[src/design/rgbseq_pkg.sv]
`timescale 1ns / 1ps

package rgbseq_pkg;

    // chain geometry
    localparam int MAX_LEDS   = 256;
    localparam int CHUNK_LEDS = 8;
    localparam int BITS_PER_LED = 24;
    localparam int CHUNK_SYMS = CHUNK_LEDS * BITS_PER_LED;

    // widths
    localparam int LED_W   = 9;
    localparam int TICK_W  = 8;
    localparam int BIT_W   = $clog2(BITS_PER_LED);
    localparam int SLOT_W  = (CHUNK_SYMS > 1) ? $clog2(CHUNK_SYMS) : 1;
    localparam int CIDX_W  = 3;
    localparam int CDATA_W = 9;

    localparam logic [LED_W-1:0]  MAX_LEDS_V  = LED_W'(MAX_LEDS);
    localparam logic [SLOT_W-1:0] LAST_SLOT   = SLOT_W'(CHUNK_SYMS - 1);
    localparam logic [BIT_W-1:0]  LAST_BIT    = BIT_W'(BITS_PER_LED - 1);

    // register indexes
    localparam logic [CIDX_W-1:0] CFG_CHAIN_LEN = 3'd0;
    localparam logic [CIDX_W-1:0] CFG_ZERO_HIGH = 3'd1;
    localparam logic [CIDX_W-1:0] CFG_ONE_HIGH  = 3'd2;
    localparam logic [CIDX_W-1:0] CFG_SOURCE    = 3'd3;
    localparam logic [CIDX_W-1:0] CFG_RED       = 3'd4;
    localparam logic [CIDX_W-1:0] CFG_GREEN     = 3'd5;
    localparam logic [CIDX_W-1:0] CFG_BLUE      = 3'd6;

    // register reset values
    localparam logic [LED_W-1:0]  CHAIN_LEN_RST = 9'd1;
    localparam logic [TICK_W-1:0] ZERO_HIGH_RST = 8'd58;
    localparam logic [TICK_W-1:0] ONE_HIGH_RST  = 8'd115;

    // operations
    localparam logic OP_START = 1'b0;
    localparam logic OP_TICK  = 1'b1;

    // status codes
    localparam logic [1:0] ST_TICK    = 2'd0;
    localparam logic [1:0] ST_STARTED = 2'd1;
    localparam logic [1:0] ST_REFUSED = 2'd2;

    // frame phases
    localparam logic [1:0] PH_IDLE = 2'd0;
    localparam logic [1:0] PH_DATA = 2'd1;
    localparam logic [1:0] PH_PAD  = 2'd2;
    localparam logic [1:0] PH_LOW  = 2'd3;

    typedef struct packed {
        logic [LED_W-1:0]  chain_len;
        logic [TICK_W-1:0] zero_high;
        logic [TICK_W-1:0] one_high;
        logic              source;
        logic [7:0]        red;
        logic [7:0]        green;
        logic [7:0]        blue;
    } t_cfg;

    typedef struct packed {
        logic [TICK_W-1:0] symbol_ticks;
        logic [1:0]        status;
        logic              busy_res;
        logic              pixel_wanted;
        logic [7:0]        next_pixel_index;
        logic              frame_done;
    } t_res;

endpackage

[src/design/rgbseq_in_if.sv]
`timescale 1ns / 1ps

interface rgbseq_in_if;
    logic       valid;
    logic       ready;
    logic       operation;
    logic [7:0] pixel_red;
    logic [7:0] pixel_green;
    logic [7:0] pixel_blue;

    modport source (
        output valid, operation, pixel_red, pixel_green, pixel_blue,
        input  ready
    );
    modport sink (
        input  valid, operation, pixel_red, pixel_green, pixel_blue,
        output ready
    );
endinterface

[src/design/rgbseq_out_if.sv]
`timescale 1ns / 1ps

interface rgbseq_out_if;
    logic       valid;
    logic       ready;
    logic [7:0] symbol_ticks;
    logic [1:0] status;
    logic       busy_res;
    logic       pixel_wanted;
    logic [7:0] next_pixel_index;
    logic       frame_done;

    modport source (
        output valid, symbol_ticks, status, busy_res, pixel_wanted,
               next_pixel_index, frame_done,
        input  ready
    );
    modport sink (
        input  valid, symbol_ticks, status, busy_res, pixel_wanted,
               next_pixel_index, frame_done,
        output ready
    );
endinterface

[src/design/rgbseq_cfg.sv]
`timescale 1ns / 1ps

module rgbseq_cfg (
    input  logic                           i_clk,
    input  logic                           i_rst_n,
    input  logic                           i_cfg_we,
    input  logic [rgbseq_pkg::CIDX_W-1:0]  i_cfg_idx,
    input  logic [rgbseq_pkg::CDATA_W-1:0] i_cfg_data,
    output rgbseq_pkg::t_cfg               o_cfg
);
    import rgbseq_pkg::*;

    t_cfg             r_cfg;
    logic [LED_W-1:0] w_count;

    // zero becomes one, anything past MAX_LEDS saturates
    always_comb begin
        w_count = i_cfg_data[LED_W-1:0];
        if (w_count == '0) begin
            w_count = LED_W'(1);
        end else if (w_count > MAX_LEDS_V) begin
            w_count = MAX_LEDS_V;
        end
    end

    always_ff @(posedge i_clk) begin
        if (!i_rst_n) begin
            r_cfg.chain_len <= CHAIN_LEN_RST;
            r_cfg.zero_high <= ZERO_HIGH_RST;
            r_cfg.one_high  <= ONE_HIGH_RST;
            r_cfg.source    <= 1'b0;
            r_cfg.red       <= '0;
            r_cfg.green     <= '0;
            r_cfg.blue      <= '0;
        end else if (i_cfg_we) begin
            unique case (i_cfg_idx)
                CFG_CHAIN_LEN: r_cfg.chain_len <= w_count;
                CFG_ZERO_HIGH: r_cfg.zero_high <= i_cfg_data[TICK_W-1:0];
                CFG_ONE_HIGH:  r_cfg.one_high  <= i_cfg_data[TICK_W-1:0];
                CFG_SOURCE:    r_cfg.source    <= i_cfg_data[0];
                CFG_RED:       r_cfg.red       <= i_cfg_data[7:0];
                CFG_GREEN:     r_cfg.green     <= i_cfg_data[7:0];
                CFG_BLUE:      r_cfg.blue      <= i_cfg_data[7:0];
                default: ;
            endcase
        end
    end

    assign o_cfg = r_cfg;

endmodule

[src/design/rgbseq_core.sv]
`timescale 1ns / 1ps

module rgbseq_core (
    input  logic             i_clk,
    input  logic             i_rst_n,
    input  logic             i_fire,
    input  logic             i_operation,
    input  logic [7:0]       i_pixel_red,
    input  logic [7:0]       i_pixel_green,
    input  logic [7:0]       i_pixel_blue,
    input  rgbseq_pkg::t_cfg i_cfg,
    output rgbseq_pkg::t_res o_res
);
    import rgbseq_pkg::*;

    logic [1:0]          r_phase, n_phase;
    logic [LED_W-1:0]    r_led, n_led;
    logic [BIT_W-1:0]    r_bit, n_bit;
    logic [23:0]         r_shift, n_shift;
    logic [SLOT_W-1:0]   r_slot, n_slot;

    logic [23:0]         w_colour;
    logic [SLOT_W-1:0]   w_slot_inc;
    logic [LED_W-1:0]    w_led_inc;

    assign w_slot_inc = (r_slot == LAST_SLOT) ? '0 : r_slot + SLOT_W'(1);
    assign w_led_inc  = r_led + LED_W'(1);

    always_comb begin
        if (r_bit == '0) begin
            if (i_cfg.source) begin
                w_colour = {i_pixel_green, i_pixel_red, i_pixel_blue};
            end else begin
                w_colour = {i_cfg.green, i_cfg.red, i_cfg.blue};
            end
        end else begin
            w_colour = r_shift;
        end
    end

    always_comb begin
        n_phase = r_phase;
        n_led   = r_led;
        n_bit   = r_bit;
        n_shift = r_shift;
        n_slot  = r_slot;
        o_res.symbol_ticks = '0;
        o_res.status       = ST_TICK;
        o_res.frame_done   = 1'b0;

        if (i_operation == OP_START) begin
            if (r_phase != PH_IDLE) begin
                o_res.status = ST_REFUSED;
            end else begin
                o_res.status = ST_STARTED;
                n_phase = PH_DATA;
                n_led   = '0;
                n_bit   = '0;
                n_shift = '0;
                n_slot  = '0;
            end
        end else begin
            unique case (r_phase)
                PH_DATA: begin
                    o_res.symbol_ticks = w_colour[23] ? i_cfg.one_high : i_cfg.zero_high;
                    n_shift = {w_colour[22:0], 1'b0};
                    n_slot  = w_slot_inc;
                    if (r_bit == LAST_BIT) begin
                        n_bit = '0;
                        n_led = w_led_inc;
                        if (w_led_inc >= i_cfg.chain_len) begin
                            n_phase = (w_slot_inc == '0) ? PH_LOW : PH_PAD;
                        end
                    end else begin
                        n_bit = r_bit + BIT_W'(1);
                    end
                end
                PH_PAD: begin
                    n_slot = w_slot_inc;
                    if (w_slot_inc == '0) begin
                        n_phase = PH_LOW;
                    end
                end
                PH_LOW: begin
                    n_slot = w_slot_inc;
                    if (w_slot_inc == '0) begin
                        n_phase = PH_IDLE;
                        o_res.frame_done = 1'b1;
                    end
                end
                default: ;
            endcase
        end

        o_res.busy_res         = (n_phase != PH_IDLE);
        o_res.pixel_wanted     = (n_phase == PH_DATA) && (n_bit == '0) && i_cfg.source;
        o_res.next_pixel_index = (n_phase == PH_DATA) ? n_led[7:0] : '0;
    end

    always_ff @(posedge i_clk) begin
        if (!i_rst_n) begin
            r_phase <= PH_IDLE;
            r_led   <= '0;
            r_bit   <= '0;
            r_shift <= '0;
            r_slot  <= '0;
        end else if (i_fire) begin
            r_phase <= n_phase;
            r_led   <= n_led;
            r_bit   <= n_bit;
            r_shift <= n_shift;
            r_slot  <= n_slot;
        end
    end

endmodule

[src/design/rgb_led_bit_slot_sequencer_top.sv]
`timescale 1ns / 1ps

// channel   dir  handshake      payload
// i_in      in   valid/ready    operation, pixel_red, pixel_green, pixel_blue
// o_out     out  valid/ready    symbol_ticks, status, busy_res, pixel_wanted,
//                               next_pixel_index, frame_done
// i_cfg_*   in   write enable   register index, write data
//
// one request per cycle while ready is high; its result is registered and shows in the cycle after acceptance
// the result register is refilled in the cycle it is taken, so ready only
// drops while a result sits unclaimed and the sink holds off
// synchronous active-low reset; frame idle, registers at their defaults

module rgb_led_bit_slot_sequencer_top (
    input  logic                           i_clk,
    input  logic                           i_rst_n,
    rgbseq_in_if.sink                      i_in,
    rgbseq_out_if.source                   o_out,
    input  logic                           i_cfg_we,
    input  logic [rgbseq_pkg::CIDX_W-1:0]  i_cfg_idx,
    input  logic [rgbseq_pkg::CDATA_W-1:0] i_cfg_data
);
    import rgbseq_pkg::*;

    t_cfg w_cfg;
    t_res w_res;
    t_res r_res;
    logic r_valid;
    logic w_ready;
    logic w_fire;

    // register file for timing, length and colour
    rgbseq_cfg u_cfg (
        .i_clk      (i_clk),
        .i_rst_n    (i_rst_n),
        .i_cfg_we   (i_cfg_we),
        .i_cfg_idx  (i_cfg_idx),
        .i_cfg_data (i_cfg_data),
        .o_cfg      (w_cfg)
    );

    // frame sequencer: phase, led and bit counters, colour shifter
    rgbseq_core u_core (
        .i_clk         (i_clk),
        .i_rst_n       (i_rst_n),
        .i_fire        (w_fire),
        .i_operation   (i_in.operation),
        .i_pixel_red   (i_in.pixel_red),
        .i_pixel_green (i_in.pixel_green),
        .i_pixel_blue  (i_in.pixel_blue),
        .i_cfg         (w_cfg),
        .o_res         (w_res)
    );

    // accept whenever the result register is empty or being drained
    assign w_ready    = !r_valid || o_out.ready;
    assign w_fire     = i_in.valid && w_ready;
    assign i_in.ready = w_ready;

    always_ff @(posedge i_clk) begin
        if (!i_rst_n) begin
            r_valid <= 1'b0;
        end else if (w_ready) begin
            r_valid <= i_in.valid;
        end
    end

    // result payload, no reset needed
    always_ff @(posedge i_clk) begin
        if (w_fire) begin
            r_res <= w_res;
        end
    end

    assign o_out.valid            = r_valid;
    assign o_out.symbol_ticks     = r_res.symbol_ticks;
    assign o_out.status           = r_res.status;
    assign o_out.busy_res         = r_res.busy_res;
    assign o_out.pixel_wanted     = r_res.pixel_wanted;
    assign o_out.next_pixel_index = r_res.next_pixel_index;
    assign o_out.frame_done       = r_res.frame_done;

endmodule

[src/flat_wrapper.sv]
// flat-port wrapper written by rule: the top's interface ports become plain ports
module rgb_led_bit_slot_sequencer_top_flat import rgbseq_pkg::*;
  (i_clk, i_rst_n, i_cfg_we, i_cfg_idx, i_cfg_data, i_in_valid, i_in_operation, i_in_pixel_red, i_in_pixel_green, i_in_pixel_blue, i_in_ready, o_out_valid, o_out_symbol_ticks, o_out_status, o_out_busy_res, o_out_pixel_wanted, o_out_next_pixel_index, o_out_frame_done, o_out_ready);
  rgbseq_in_if i_in_i ();
  rgbseq_out_if o_out_i ();
  input  logic i_clk;
  input  logic i_rst_n;
  input  logic i_cfg_we;
  input  logic [rgbseq_pkg::CIDX_W-1:0] i_cfg_idx;
  input  logic [rgbseq_pkg::CDATA_W-1:0] i_cfg_data;
  input wire logic [$bits(i_in_i.valid)-1:0] i_in_valid;
  input wire logic [$bits(i_in_i.operation)-1:0] i_in_operation;
  input wire logic [$bits(i_in_i.pixel_red)-1:0] i_in_pixel_red;
  input wire logic [$bits(i_in_i.pixel_green)-1:0] i_in_pixel_green;
  input wire logic [$bits(i_in_i.pixel_blue)-1:0] i_in_pixel_blue;
  output wire logic [$bits(i_in_i.ready)-1:0] i_in_ready;
  output wire logic [$bits(o_out_i.valid)-1:0] o_out_valid;
  output wire logic [$bits(o_out_i.symbol_ticks)-1:0] o_out_symbol_ticks;
  output wire logic [$bits(o_out_i.status)-1:0] o_out_status;
  output wire logic [$bits(o_out_i.busy_res)-1:0] o_out_busy_res;
  output wire logic [$bits(o_out_i.pixel_wanted)-1:0] o_out_pixel_wanted;
  output wire logic [$bits(o_out_i.next_pixel_index)-1:0] o_out_next_pixel_index;
  output wire logic [$bits(o_out_i.frame_done)-1:0] o_out_frame_done;
  input wire logic [$bits(o_out_i.ready)-1:0] o_out_ready;
  assign i_in_i.valid = i_in_valid;
  assign i_in_i.operation = i_in_operation;
  assign i_in_i.pixel_red = i_in_pixel_red;
  assign i_in_i.pixel_green = i_in_pixel_green;
  assign i_in_i.pixel_blue = i_in_pixel_blue;
  assign i_in_ready = i_in_i.ready;
  assign o_out_valid = o_out_i.valid;
  assign o_out_symbol_ticks = o_out_i.symbol_ticks;
  assign o_out_status = o_out_i.status;
  assign o_out_busy_res = o_out_i.busy_res;
  assign o_out_pixel_wanted = o_out_i.pixel_wanted;
  assign o_out_next_pixel_index = o_out_i.next_pixel_index;
  assign o_out_frame_done = o_out_i.frame_done;
  assign o_out_i.ready = o_out_ready;
  rgb_led_bit_slot_sequencer_top u_core (.i_clk(i_clk), .i_rst_n(i_rst_n), .i_in(i_in_i), .o_out(o_out_i), .i_cfg_we(i_cfg_we), .i_cfg_idx(i_cfg_idx), .i_cfg_data(i_cfg_data));
endmodule
[config.mk]
export PLATFORM = sky130hd
export DESIGN_NAME = rgb_led_bit_slot_sequencer_top_flat
export DESIGN_NICKNAME = d
export VERILOG_FILES = /design/src/design/rgbseq_pkg.sv /design/src/design/rgbseq_in_if.sv /design/src/design/rgbseq_out_if.sv /design/src/design/rgbseq_cfg.sv /design/src/design/rgbseq_core.sv /design/src/design/rgb_led_bit_slot_sequencer_top.sv /design/src/flat_wrapper.sv
export SDC_FILE = /design/constraint.sdc
export NUM_CORES = 1
export LEC_CHECK = 0
export BUFFER_PORTS_ARGS = -buffer_cell sky130_fd_sc_hd__clkbuf_2
export CORE_AREA = 2 2 113 115
export CTS_BUF_LIST = sky130_fd_sc_hd__clkbuf_4 sky130_fd_sc_hd__clkbuf_8
export CTS_CLUSTER_SIZE = 12
export DETAILED_ROUTE_END_ITERATION = 12
export DIE_AREA = 0 0 115 117
export GPL_ROUTABILITY_DRIVEN = 0
export MAX_ROUTING_LAYER = met4
export PLACE_DENSITY = 0.68
export SYNTH_ARGS = -nofsm -noshare
export SYNTH_HDL_FRONTEND = slang
export SYNTH_HIERARCHICAL = 1
export SYNTH_SLANG_ARGS = --single-unit
[constraint.sdc]
create_clock -name i_clk -period 4.4 [get_ports i_clk]
set_input_delay 0.88 -clock i_clk [delete_from_list [all_inputs] [get_ports i_clk]]
set_output_delay 0.88 -clock i_clk [all_outputs]
set_load 0.01 [all_outputs]
==> results.json <==
{
  "placed_area_mm2": 0.00634,
  "dieWidth_um": 115,
  "tightestPinTransition_ns": 0.604,
  "synthFlopType": "sky130_fd_sc_hd__dfxtp_1",
  "setup.worst_path.start": "u_core/u_core/r_led[0]",
  "p_switching_w": 0.000617,
  "max_freq_mhz": 300,
  "post-cts-setup-buffers": 0,
  "ff2ff_setup_slack_ns": 1.07,
  "synth.yosys.warnings": 6,
  "part_of_the_cycle_the_worst_path_needs": 0.757,
  "syn-mean-instance-area_um2": 8.85,
  "detail_route.vias_per_cell": 5.63,
  "worst_skew_pair_later_pin_latency_ns": 0.45,
  "die_height_um": 117,
  "first_global_vias": 4674,
  "grt_overflow": 0,
  "power-per-cell-area_mw_per_mm2": 375,
  "postSynthRegisterBits": 119,
  "pin_count": 65,
  "syn2layout_area_growth_pct": 13.2,
  "rsz_0062_raised_after_global_routing": "false",
  "min-delay-path-class": "reg -> reg",
  "clk_root_buffer_cell": "sky130_fd_sc_hd__clkbuf_8",
  "post_drt_wl_per_cell_um": 15.8,
  "hold-path-cell-count": 2,
  "cts_num_sinks": 119,
  "drcViolationCount": 0,
  "grt_first_pass_wirelength_um": 22800,
  "path_max_fanout": 9,
  "final_slew_violations": 0,
  "combinational_power_share": 0.087,
  "grt_overall_usage": 0.224,
  "ant_nets": 0,
  "dp.cells": 849,
  "final_cell_area_mm2": 0.00680,
  "initial_utilization": 0.488,
  "finalHoldWorstSlack_ns": 0.451,
  "reg2reg_from": "u_core/u_core/r_led[0]",
  "post_cts_resized": 0,
  "synth_cell_types": 62,
  "holdBufCountCts": 0,
  "num_rows": 41,
  "p_int_w": 0.00194,
  "finalSetupViolCount": 0,
  "timing.setup.tns_ns": 0,
  "worst_r2r_endpoint": "u_core/o_out.pixel_wanted",
  "post_syn_nets": 734,
  "vias": 4960,
  "final_layout_size_suffix_gt1_frac": 0.159,
  "p_sw_frac": 0.241,
  "result_of_the_run": "finished clean",
  "total_of_max_cap_violations": 0,
  "tritoncts.num_buffers": 17,
  "leakage_power_nw": 2.53,
  "largest_net_degree_at_the_start_of_global_routing": 58,
  "synth_enable_flop_cells": 21,
  "worst_setup_path_end_kind": "register",
  "max_slew_margin": 0.597,
  "detailedRoute.firstIterationViolations": 285,
  "core_area_mm2": 0.0123,
  "synthesis.area_mm2": 0.00601,
  "ys_seq_area_frac": 0.432,
  "fin_total_pwr_w": 0.00255,
  "ctsHtreeMaxLevel": 4,
  "clock_tree_from_tritoncts": "built",
  "critical_path_class": "reg -> reg",
  "nNetsFinal": 773,
  "ir_worst_vdd_uv": 216,
  "dp_hpwl_um": 9200,
  "clockPowerShare": 0.462,
  "crit_path_start_kind": "register",
  "synth_async_sr_flop_share": 0,
  "timing.critical_path.to": "u_core/o_out.pixel_wanted",
  "placement.io_buffers": 64,
  "worst_ep_arrival_time_ns": 3.61,
  "grt_antenna_before_repair": 0,
  "post_synth_inst_count": 679,
  "critical_path_required_ns": 4.68,
  "clk_transition_reported_paths_ns": 0.07,
  "drt_pre_antenna_iters": 5,
  "power_frac_seq": 0.451,
  "die_footprint_mm2": 0.0135,
  "period_minus_slack_ns": 3.33,
  "antenna_cells_inserted": 0,
  "timing.reg2reg.worst_path_depth": 12,
  "hold_viol": 0,
  "routed_wirelength_um": 13900,
  "max-clock-path-buffers": 2,
  "stdcell_count": 881,
  "clock-skew-final_ns": 0.00633
}
[worst min path at each step]
stage                              to  slack [ns]                   start
4_1_cts        u_core/u_cfg/o_cfg[45]        0.46  u_core/u_cfg/o_cfg[45]
3_5_place_dp   u_core/u_cfg/o_cfg[45]        0.45  u_core/u_cfg/o_cfg[45]
3_3_place_gp   u_core/u_cfg/o_cfg[46]        0.44  u_core/u_cfg/o_cfg[46]
5_1_grt        u_core/u_cfg/o_cfg[42]        0.47  u_core/u_cfg/o_cfg[42]
2_1_floorplan  u_core/u_cfg/o_cfg[42]        0.43  u_core/u_cfg/o_cfg[42]
6_report       u_core/u_cfg/o_cfg[44]        0.45  u_core/u_cfg/o_cfg[44]
[power groups by stage]
stage               Clock (W)  Sequential [W]  Combinational (W)
CTS                   0.00120         0.00115           0.000223
global route          0.00125         0.00115           0.000246
floorplan                   0         0.00117           0.000147
finish                0.00118         0.00115           0.000223
global placement            0         0.00117           0.000218
detailed placement          0         0.00117           0.000222
[through the flow]
stage,utilization,setup slack [ns]
3_3_place_gp,0.515,1.32
6_report,0.553,1.07
4_1_cts,0.553,1.11
2_1_floorplan,-,1.43
3_5_place_dp,0.515,1.14
5_1_grt,0.553,0.842
[state kept, by name, summed over array words and instances (netlist names), 2 cells and up]
signal / cells
u_core/u_cfg/o_cfg: 50
u_core/u_core/r_shift: 23
u_core/u_core/r_led: 9
u_core/o_out.next_pixel_index: 8
u_core/o_out.symbol_ticks: 8
u_core/u_core/r_slot: 8
u_core/u_core/r_bit: 5
u_core/o_out.status: 2
u_core/u_core/r_phase: 2
[area by class of cell]
cell class,instances,area [um^2]
Clock buffer,17,234
Clock inverter,15,233
Fill cell,1121,5510
Inverter,19,71.3
Multi-Input combinational cell,491,3120
Sequential cell,119,2590
Tap cell,150,188
Timing Repair Buffer,70,365
[cell usage in the layout, fill, tap and decap left out, types with 7 or more instances in the layout]
cell,n
sky130_fd_sc_hd__inv_1,18
sky130_fd_sc_hd__nor2b_1,19
sky130_fd_sc_hd__dfxtp_1,98
sky130_fd_sc_hd__ha_1,13
sky130_fd_sc_hd__nor2_1,96
sky130_fd_sc_hd__or3_1,7
sky130_fd_sc_hd__clkbuf_8,17
sky130_fd_sc_hd__a22oi_1,8
sky130_fd_sc_hd__mux2i_1,58
sky130_fd_sc_hd__a21oi_1,49
sky130_fd_sc_hd__nand3_1,16
sky130_fd_sc_hd__nand3b_1,11
sky130_fd_sc_hd__nand2_1,69
sky130_fd_sc_hd__clkbuf_2,64
sky130_fd_sc_hd__edfxtp_1,21
sky130_fd_sc_hd__a211oi_1,25
sky130_fd_sc_hd__a21boi_0,16
sky130_fd_sc_hd__a21boi_1,8
sky130_fd_sc_hd__o21ai_0,17
[Yosys cell counts, types with 4 or more instances]
cell type / count / share of area
sky130_fd_sc_hd__a211oi_1: 25 / 0.031
sky130_fd_sc_hd__a21boi_0: 16 / 0.020
sky130_fd_sc_hd__a21boi_1: 8 / 0.010
sky130_fd_sc_hd__a21oi_1: 49 / 0.041
sky130_fd_sc_hd__a22oi_1: 8 / 0.010
sky130_fd_sc_hd__a32oi_1: 4 / 0.0058
sky130_fd_sc_hd__and2_1: 4 / 0.0042
sky130_fd_sc_hd__and3_1: 6 / 0.0062
sky130_fd_sc_hd__buf_2: 18 / 0.015
sky130_fd_sc_hd__buf_4: 4 / 0.0050
sky130_fd_sc_hd__clkbuf_1: 26 / 0.016
sky130_fd_sc_hd__dfxtp_1: 98 / 0.33
sky130_fd_sc_hd__edfxtp_1: 21 / 0.10
sky130_fd_sc_hd__ha_1: 13 / 0.027
sky130_fd_sc_hd__inv_1: 18 / 0.011
sky130_fd_sc_hd__mux2i_1: 58 / 0.097
sky130_fd_sc_hd__nand2_1: 69 / 0.043
sky130_fd_sc_hd__nand3_1: 16 / 0.013
sky130_fd_sc_hd__nand3b_1: 11 / 0.014
sky130_fd_sc_hd__nand4_1: 5 / 0.0052
sky130_fd_sc_hd__nor2_1: 96 / 0.060
sky130_fd_sc_hd__nor2b_1: 19 / 0.020
sky130_fd_sc_hd__nor3_1: 5 / 0.0042
sky130_fd_sc_hd__nor4_1: 4 / 0.0042
sky130_fd_sc_hd__o21ai_0: 17 / 0.014
sky130_fd_sc_hd__or3_1: 7 / 0.0073
sky130_fd_sc_hd__xnor2_1: 5 / 0.0073
[layer usage]
metal | up-vias | track usage | wire, um
met3 | 27 | 0.0582 | 823
met4 | 0 | 0.0924 | 290
li1 | 2473 | - | -
met5 | - | - | 0
met1 | 2322 | 0.277 | 6270
met2 | 138 | 0.351 | 6500
[kinds of logic after synthesis]
logic type | Yosys count | synth area share
AOI/OAI and AO/OA | 143 | 0.156
xor gates and xnor gates | 8 | 0.0117
adders and majority gates | 13 | 0.0271
buffers and inverters | 69 | 0.0506
DFF | 119 | 0.432
muxes | 59 | 0.0985
and+or+nand+nor | 268 | 0.225
[critical path: stages, from the launching register on]
cell and delay, ns:
sky130_fd_sc_hd__dfxtp_1 0.46, sky130_fd_sc_hd__ha_1 0.30, sky130_fd_sc_hd__and3_1 0.21, sky130_fd_sc_hd__and3_1 0.29, sky130_fd_sc_hd__nand3_1 0.14, sky130_fd_sc_hd__xnor2_1 0.24
sky130_fd_sc_hd__ha_1 0.31, sky130_fd_sc_hd__a21oi_1 0.14, sky130_fd_sc_hd__o21ai_0 0.11, sky130_fd_sc_hd__a311o_1 0.35, sky130_fd_sc_hd__nand4_1 0.13, sky130_fd_sc_hd__nand2_2 0.15
sky130_fd_sc_hd__nor4_2 0.31
No activity file was read; power rests on OpenSTA's default activity.
